[config.mk]
export PLATFORM = sky130hd
export DESIGN_NAME = register_rename_map_table_top
export DESIGN_NICKNAME = d
export VERILOG_FILES = /design/src/hdl/rrmt_pkg.sv /design/src/hdl/register_rename_map_table_top.sv /design/src/hdl/rrmt_ctrl.sv /design/src/hdl/rrmt_dpath.sv
export SDC_FILE = /design/constraint.sdc
export NUM_CORES = 1
export LEC_CHECK = 0
export BUFFER_PORTS_ARGS = -buffer_cell sky130_fd_sc_hd__buf_2
export CORE_MARGIN = 1.5
export CORE_UTILIZATION = 35
export DETAILED_ROUTE_END_ITERATION = 8
export SLEW_MARGIN = 20
export SYNTH_ARGS = -nofsm -noshare
export SYNTH_HDL_FRONTEND = slang
export SYNTH_SLANG_ARGS = --single-unit
[constraint.sdc]
create_clock -name clk_i -period 2.09 [get_ports clk_i]
set_input_delay 0.418 -clock clk_i [delete_from_list [all_inputs] [get_ports clk_i]]
set_output_delay 0.418 -clock clk_i [all_outputs]
set_load 0.01 [all_outputs]
[src/hdl/rrmt_pkg.sv]
// Package for the rename map table: sizes, command codes and controller state type.
// No dependencies; every other file in hdl imports it.
package rrmt_pkg;

  localparam int ARCH_REGS = 32;
  localparam int AIDX_W    = (ARCH_REGS > 1) ? $clog2(ARCH_REGS) : 1;
  localparam int ARCH_W    = 5;
  localparam int PHYS_W    = 6;
  localparam int CMD_W     = 2;
  localparam int IN_DATA_W  = 24;
  localparam int OUT_DATA_W = 8;

  typedef enum logic [CMD_W-1:0] {
    CMD_RENAME    = 2'd0,
    CMD_SET_READY = 2'd1,
    CMD_SWAP      = 2'd2,
    CMD_LOOKUP    = 2'd3
  } cmd_e;

  typedef enum logic [1:0] {
    ST_EMPTY = 2'b01,
    ST_HOLD  = 2'b10
  } ctl_state_e;

  // Controller to datapath: capture an input beat this cycle
  typedef struct packed {
    logic take;
  } dp_cmd_t;

endpackage

[src/hdl/register_rename_map_table_top.sv]
// Top level of the register rename map table: stream ports, controller and datapath.
// Depends on rrmt_pkg, rrmt_ctrl and rrmt_dpath.
//
//  channel  | direction | tdata (low bit up)                        | tuser
//  ---------+-----------+-------------------------------------------+------
//  s_axis   | in        | arch_reg[4:0], new_phys_reg, old_phys_reg | cmd
//  m_axis   | out       | phys_reg[5:0], ready_res                  | -
//
// One beat per cycle: the table is read and updated in the cycle a beat is
// accepted, and the result sits in the output register from the next cycle.
// Throughput is one beat per cycle while the sink keeps up.
// A stalled sink holds the result; a new beat is taken in the same cycle the
// held result drains. Reset maps entry i to physical register i, all ready.
module register_rename_map_table_top (
  input  logic                                clk_i,
  input  logic                                rst_ni,
  input  logic                                s_axis_tvalid_i,
  output logic                                s_axis_tready_o,
  // [4:0] arch_reg, [10:5] new_phys_reg, [16:11] old_phys_reg, [23:17] zero
  input  logic [rrmt_pkg::IN_DATA_W-1:0]      s_axis_tdata_i,
  // [1:0] cmd
  input  logic [rrmt_pkg::CMD_W-1:0]          s_axis_tuser_i,
  output logic                                m_axis_tvalid_o,
  input  logic                                m_axis_tready_i,
  // [5:0] phys_reg, [6] ready_res, [7] zero
  output logic [rrmt_pkg::OUT_DATA_W-1:0]     m_axis_tdata_o
);
  import rrmt_pkg::*;

  dp_cmd_t           dp_cmd;
  cmd_e              cmd;
  logic [PHYS_W-1:0] phys_reg;
  logic              ready_res;

  // Unpack the input beat
  assign cmd = cmd_e'(s_axis_tuser_i);

  rrmt_ctrl u_ctrl (
    .clk_i       (clk_i),
    .rst_ni      (rst_ni),
    .in_valid_i  (s_axis_tvalid_i),
    .out_ready_i (m_axis_tready_i),
    .in_ready_o  (s_axis_tready_o),
    .out_valid_o (m_axis_tvalid_o),
    .dp_cmd_o    (dp_cmd)
  );

  rrmt_dpath u_dpath (
    .clk_i          (clk_i),
    .rst_ni         (rst_ni),
    .dp_cmd_i       (dp_cmd),
    .cmd_i          (cmd),
    .arch_reg_i     (s_axis_tdata_i[ARCH_W-1:0]),
    .new_phys_reg_i (s_axis_tdata_i[ARCH_W+PHYS_W-1:ARCH_W]),
    .old_phys_reg_i (s_axis_tdata_i[ARCH_W+2*PHYS_W-1:ARCH_W+PHYS_W]),
    .phys_reg_o     (phys_reg),
    .ready_res_o    (ready_res)
  );

  // Pack the result beat, pad with zeros
  assign m_axis_tdata_o = {{(OUT_DATA_W-PHYS_W-1){1'b0}}, ready_res, phys_reg};

  // An accepted beat always leaves a result in the output register
  a_take_gives_result: assert property (@(posedge clk_i) disable iff (!rst_ni)
    dp_cmd.take |=> m_axis_tvalid_o)
    else $error("accepted beat produced no result");

  // Input side never stalls while the output register is empty
  a_empty_accepts: assert property (@(posedge clk_i) disable iff (!rst_ni)
    !m_axis_tvalid_o |-> s_axis_tready_o)
    else $error("input stalled with empty output register");

  // A held result that is not taken and no new beat: result unchanged
  a_hold_result: assert property (@(posedge clk_i) disable iff (!rst_ni)
    (m_axis_tvalid_o && !m_axis_tready_i) |=> $stable(m_axis_tdata_o))
    else $error("held result changed");

endmodule

[src/hdl/rrmt_ctrl.sv]
// Handshake controller for the rename map table: tracks the output register.
// Depends on rrmt_pkg.
module rrmt_ctrl (
  input  logic             clk_i,
  input  logic             rst_ni,
  input  logic             in_valid_i,
  input  logic             out_ready_i,
  output logic             in_ready_o,
  output logic             out_valid_o,
  output rrmt_pkg::dp_cmd_t dp_cmd_o
);
  import rrmt_pkg::*;

  ctl_state_e state_q, state_d;
  logic       take;

  // Accept whenever the output register is empty or being drained
  assign in_ready_o    = (state_q == ST_EMPTY) || out_ready_i;
  assign take          = in_valid_i && in_ready_o;
  assign dp_cmd_o.take = take;
  assign out_valid_o   = (state_q == ST_HOLD);

  always_comb begin
    state_d = state_q;
    unique case (state_q)
      ST_EMPTY: begin
        if (take) state_d = ST_HOLD;
      end
      ST_HOLD: begin
        if (out_ready_i && !take) state_d = ST_EMPTY;
      end
      default: state_d = ST_EMPTY;
    endcase
  end

  always_ff @(posedge clk_i or negedge rst_ni) begin
    if (!rst_ni) begin
      state_q <= ST_EMPTY;
    end else begin
      state_q <= state_d;
    end
  end

endmodule

[src/hdl/rrmt_dpath.sv]
// Datapath of the rename map table: map and ready flops, swap compare, result register.
// Depends on rrmt_pkg.
module rrmt_dpath (
  input  logic                        clk_i,
  input  logic                        rst_ni,
  input  rrmt_pkg::dp_cmd_t           dp_cmd_i,
  input  rrmt_pkg::cmd_e              cmd_i,
  input  logic [rrmt_pkg::ARCH_W-1:0] arch_reg_i,
  input  logic [rrmt_pkg::PHYS_W-1:0] new_phys_reg_i,
  input  logic [rrmt_pkg::PHYS_W-1:0] old_phys_reg_i,
  output logic [rrmt_pkg::PHYS_W-1:0] phys_reg_o,
  output logic                        ready_res_o
);
  import rrmt_pkg::*;

  logic [PHYS_W-1:0] map_q   [ARCH_REGS];
  logic [ARCH_REGS-1:0] rdy_q;
  logic [AIDX_W-1:0] idx;
  logic              in_range;
  logic [PHYS_W-1:0] phys_res_q;
  logic              rdy_res_q;

  assign in_range = (32'(arch_reg_i) < ARCH_REGS);
  assign idx      = AIDX_W'(arch_reg_i);

  // Table update; swap compares every entry in parallel
  always_ff @(posedge clk_i or negedge rst_ni) begin
    if (!rst_ni) begin
      for (int i = 0; i < ARCH_REGS; i++) begin
        map_q[i] <= PHYS_W'(i);
      end
      rdy_q <= '1;
    end else if (dp_cmd_i.take) begin
      case (cmd_i)
        CMD_RENAME: begin
          if (in_range) begin
            map_q[idx] <= new_phys_reg_i;
            rdy_q[idx] <= 1'b0;
          end
        end
        CMD_SET_READY: begin
          if (in_range) rdy_q[idx] <= 1'b1;
        end
        CMD_SWAP: begin
          for (int i = 0; i < ARCH_REGS; i++) begin
            if (map_q[i] == old_phys_reg_i) map_q[i] <= new_phys_reg_i;
          end
        end
        default: ;
      endcase
    end
  end

  // Result register: entry as it stood before the update
  always_ff @(posedge clk_i) begin
    if (dp_cmd_i.take) begin
      phys_res_q <= in_range ? map_q[idx] : '0;
      rdy_res_q  <= in_range ? rdy_q[idx] : 1'b0;
    end
  end

  assign phys_reg_o  = phys_res_q;
  assign ready_res_o = rdy_res_q;

endmodule

==> metrics.txt <==
# TYPE chip_impl_metric gauge
chip_impl_metric{name="syn-mean-instance-area",unit="um^2"} 13.9
chip_impl_metric{name="drt_first_iter_violations",unit=""} 497
chip_impl_metric{name="postSynthRegisterBits",unit=""} 233
chip_impl_metric{name="r2r_setup_slack",unit="ps"} 220
chip_impl_metric{name="num_antenna_cells",unit=""} 0
chip_impl_metric{name="cap_violations",unit=""} 0
chip_impl_info{name="timing.critical_path.cells",value="and2b_1, o211ai_4, buf_12, nor2_2, o21ai_4, mux2_4"} 1
chip_impl_metric{name="skew",unit="ps"} 15.1
chip_impl_metric{name="finalSetupViolCount",unit=""} 0
chip_impl_metric{name="syn-cell-area",unit="mm^2"} 0.0150
chip_impl_info{name="setup_repair_after_global_routing_missed_its_margin",value="no"} 1
chip_impl_metric{name="critical_path_peak_fanout",unit=""} 32
chip_impl_info{name="mostFrequentLayoutCell",value="sky130_fd_sc_hd__mux2_4"} 1
chip_impl_metric{name="synth-seq-area-share",unit="%"} 40.0
chip_impl_metric{name="fin_nets",unit=""} 1149
chip_impl_metric{name="row_count",unit=""} 75
chip_impl_info{name="worstReg2RegStart",value="u_ctrl.state_q[0]"} 1
chip_impl_info{name="crit-reg2reg-capture",value="u_dpath.map_q[177]"} 1
chip_impl_metric{name="nFillCells",unit=""} 3924
chip_impl_info{name="worstSetupStartpointType",value="flop"} 1
chip_impl_metric{name="yosysUniqueCellTypes",unit=""} 60
chip_impl_metric{name="timing.max_slew.rel_slack",unit="%"} 40.2
chip_impl_metric{name="io_buffers",unit=""} 31
chip_impl_metric{name="power_per_cell_area",unit="mW/mm^2"} 1200
chip_impl_metric{name="crit_arrival",unit="ps"} 2300
chip_impl_metric{name="total_power",unit="mW"} 20.4
chip_impl_metric{name="number_of_global_route_vias_before_repair",unit=""} 9693
chip_impl_metric{name="yosys_warnings",unit=""} 0
chip_impl_metric{name="initial_antenna_violation_count",unit=""} 1
chip_impl_metric{name="place_inst",unit=""} 1627
chip_impl_metric{name="worst_ep_required_time",unit="ps"} 2520
chip_impl_metric{name="boundaryPins",unit=""} 40
chip_impl_info{name="synth_flop_type",value="sky130_fd_sc_hd__dfstp_2"} 1
chip_impl_metric{name="dpl_worst_slack",unit="ps"} -61.1
chip_impl_metric{name="via_density_per_instance",unit=""} 5.39
chip_impl_metric{name="detail_route.wl_per_cell",unit="um"} 23.3
chip_impl_metric{name="period_minus_slack",unit="ps"} 1870
chip_impl_metric{name="critPathMaxStageDelay",unit="ps"} 560
chip_impl_info{name="worstHoldStart",value="s_axis_tuser_i[1]"} 1
chip_impl_metric{name="num_vias",unit=""} 9047
chip_impl_info{name="critPathSlowestCell",value="sky130_fd_sc_hd__dfstp_2"} 1
chip_impl_metric{name="grt_max_degree",unit=""} 56
chip_impl_metric{name="core_area",unit="mm^2"} 0.0421
chip_impl_metric{name="track_usage",unit="%"} 18.1
chip_impl_metric{name="wirelength",unit="mm"} 39.2
chip_impl_metric{name="post_route_cells_drive_above_1_share",unit="%"} 52.8
chip_impl_metric{name="utilization",unit="%"} 40.3
chip_impl_metric{name="synth_enable_flop_cells",unit=""} 7
chip_impl_metric{name="placed_cell_area",unit="mm^2"} 0.0160
chip_impl_metric{name="clockBufferDepth",unit=""} 3
chip_impl_metric{name="drt_first_pass_iters",unit=""} 5
chip_impl_info{name="synth_top_cell_by_area",value="sky130_fd_sc_hd__dfstp_2"} 1
chip_impl_info{name="run_status",value="finished clean"} 1
chip_impl_metric{name="peakVddDrop",unit="mV"} 0.504
chip_impl_metric{name="finalHoldViolations",unit=""} 0
chip_impl_metric{name="path_clk_slew",unit="ps"} 60
chip_impl_metric{name="die-width",unit="um"} 210
chip_impl_metric{name="worst_slack",unit="ps"} 218
chip_impl_metric{name="globalplace.congestion",unit=""} 0.848
chip_impl_metric{name="holdWs",unit="ps"} 227
chip_impl_metric{name="layout-area-overhead-vs-synth",unit="%"} 13.0
chip_impl_metric{name="post_synth_arst_share",unit="%"} 97.0
chip_impl_metric{name="p_leak",unit="nW"} 6.87
chip_impl_metric{name="r2r_cells",unit=""} 6
chip_impl_info{name="mostFrequentLayoutCells",value="180 x sky130_fd_sc_hd__mux2_4, 128 x sky130_fd_sc_hd__xnor2_1, 113 x sky130_fd_sc_hd__dfstp_2, 113 x sky130_fd_sc_hd__dfrtp_1, 64 x sky130_fd_sc_hd__xor2_1"} 1
chip_impl_info{name="clock_tree.root_cell",value="sky130_fd_sc_hd__clkbuf_16"} 1
chip_impl_metric{name="grt_first_pass_wirelength",unit="mm"} 61.1
chip_impl_metric{name="floorplan.die_area",unit="mm^2"} 0.0442
chip_impl_metric{name="syn-instance-count",unit=""} 1082
chip_impl_metric{name="postSynthNetCount",unit=""} 1112
chip_impl_metric{name="postCtsSetupBuffers",unit=""} 0
chip_impl_info{name="worstHoldPathType",value="input pin to flop"} 1
chip_impl_metric{name="final_design_area_no_fill",unit="mm^2"} 0.0170
chip_impl_metric{name="initial_core_util",unit="%"} 35.7
chip_impl_metric{name="gr-total-overflow",unit=""} 0
chip_impl_metric{name="detail_route.drc_violations",unit=""} 0
chip_impl_info{name="timing.setup.critical_path_class",value="flop to flop"} 1
chip_impl_metric{name="cts_inserted_buffers",unit=""} 28
chip_impl_info{name="synth_area_leaders",value="sky130_fd_sc_hd__dfstp_2 20%, sky130_fd_sc_hd__dfrtp_1 19%, sky130_fd_sc_hd__mux2_4 18%, sky130_fd_sc_hd__mux4_2 8.1%, sky130_fd_sc_hd__xnor2_1 7.5%"} 1
chip_impl_metric{name="clock_latency_late_sink",unit="ps"} 550
chip_impl_metric{name="yosys.area.top_type_share",unit="%"} 19.8
chip_impl_info{name="cts_tree",value="built"} 1
chip_impl_metric{name="finalCritPeriodShare",unit="%"} 89.5
chip_impl_metric{name="final_max_slew_viol_count",unit=""} 0
chip_impl_metric{name="worst-slew-pin-transition",unit="ps"} 890
chip_impl_metric{name="totalNegativeSetupSlack",unit="ps"} 0
chip_impl_metric{name="h-tree-depth",unit=""} 1
chip_impl_metric{name="place_hpwl",unit="mm"} 26.5
chip_impl_metric{name="tritoncts_num_sinks",unit=""} 233
chip_impl_info{name="endpoint_kind",value="flop"} 1
chip_impl_metric{name="die_height",unit="um"} 210
chip_impl_metric{name="holdPathStages",unit=""} 2
chip_impl_metric{name="fin_cells",unit=""} 1680
chip_impl_metric{name="ant_nets",unit=""} 0
chip_impl_metric{name="max_freq",unit="GHz"} 0.534
## power breakdown
part | switching [mW] | total, mW | internal, mW | leakage, nW
combinational | 2.53 | 6.72 | 4.19 | 3.82
clock | 1.94 | 4.94 | 2.99 | 0.457
sequential | 1.88 | 8.75 | 6.87 | 2.60
total | 6.36 | 20.4 | 14.1 | 6.87
## metal layers
metal,up-vias,routed length (um),global-route usage [%]
met4,0,1240,6.13
met2,214,17800,28.3
met1,4745,18400,25.6
met3,70,1730,2.59
li1,4018,-,-
met5,-,0,0
## layout make-up
class / count / area (um^2) / share of cell area [%]
Multi-Input combinational cell: 750 / 8270 / 48.7
Sequential cell: 233 / 6010 / 35.4
Timing Repair Buffer: 102 / 1080 / 6.37
Clock buffer: 47 / 886 / 5.22
Tap cell: 539 / 674 / 3.97
Clock inverter: 5 / 52.6 / 0.309
Inverter: 4 / 15.0 / 0.0884
## synthesized netlist by cell type (5+ instances only)
library cell,n
sky130_fd_sc_hd__mux2_4,180
sky130_fd_sc_hd__xnor2_1,128
sky130_fd_sc_hd__dfrtp_1,113
sky130_fd_sc_hd__dfstp_2,113
sky130_fd_sc_hd__xor2_1,64
sky130_fd_sc_hd__mux4_2,54
sky130_fd_sc_hd__nand4_1,39
sky130_fd_sc_hd__a21oi_1,33
sky130_fd_sc_hd__o21ai_1,32
sky130_fd_sc_hd__nor3_2,30
sky130_fd_sc_hd__o21ai_4,30
sky130_fd_sc_hd__nor2_2,29
sky130_fd_sc_hd__clkbuf_1,26
sky130_fd_sc_hd__a22oi_1,25
sky130_fd_sc_hd__buf_6,23
sky130_fd_sc_hd__o31ai_1,21
sky130_fd_sc_hd__buf_2,19
sky130_fd_sc_hd__buf_4,12
sky130_fd_sc_hd__mux2_1,12
sky130_fd_sc_hd__o31ai_2,9
sky130_fd_sc_hd__edfxtp_1,7
sky130_fd_sc_hd__nor2b_1,7
sky130_fd_sc_hd__dlygate4sd3_1,6
sky130_fd_sc_hd__nand2_1,6
sky130_fd_sc_hd__nor2_1,5
## critical path, delay by kind of cell, from the launching register on
family / cells / cell delay, ps
compound gates: 2 / 240
buf+inv: 1 / 200
flops: 1 / 560
mux: 1 / 330
simple gates: 2 / 400
## how the worst max path moves through the flow
stage / start / to / depth (start not counted)
global route: u_ctrl.state_q[0] / flop / 4
floorplan: s_axis_tdata_i[0] / u_dpath.phys_reg_o[3] / 5
CTS: u_ctrl.state_q[0] / flop / 4
global placement: s_axis_tdata_i[0] / u_dpath.map_q[87] / 7
finish: u_ctrl.state_q[0] / u_dpath.map_q[177] / 6
detailed placement: s_axis_tdata_i[0] / u_dpath.phys_reg_o[1] / 5
## repair_timing
item / in CTS / in global routing
hold buffers: 1 / 0
resized for setup: 0 / 0
endpoints found under the hold margin: 31 / 0
## cell families (layout without fill, tap and decap cells)
| group | count (synthesis) | count (layout) | synth area share [%] |
|---|---|---|---|
| AO/OA/AOI/OAI | 161 | 161 | 9.16 |
| XOR/XNOR | 192 | 192 | 11.2 |
| AND/OR/NAND/NOR | 147 | 147 | 7.37 |
| multiplexers | 249 | 249 | 27.2 |
| buffers and inverters | 99 | 158 | 5.13 |
| other | 1 | 1 | 0.0249 |
| flip-flops | 233 | 233 | 40.0 |
Power figures use the tool's default switching activity.
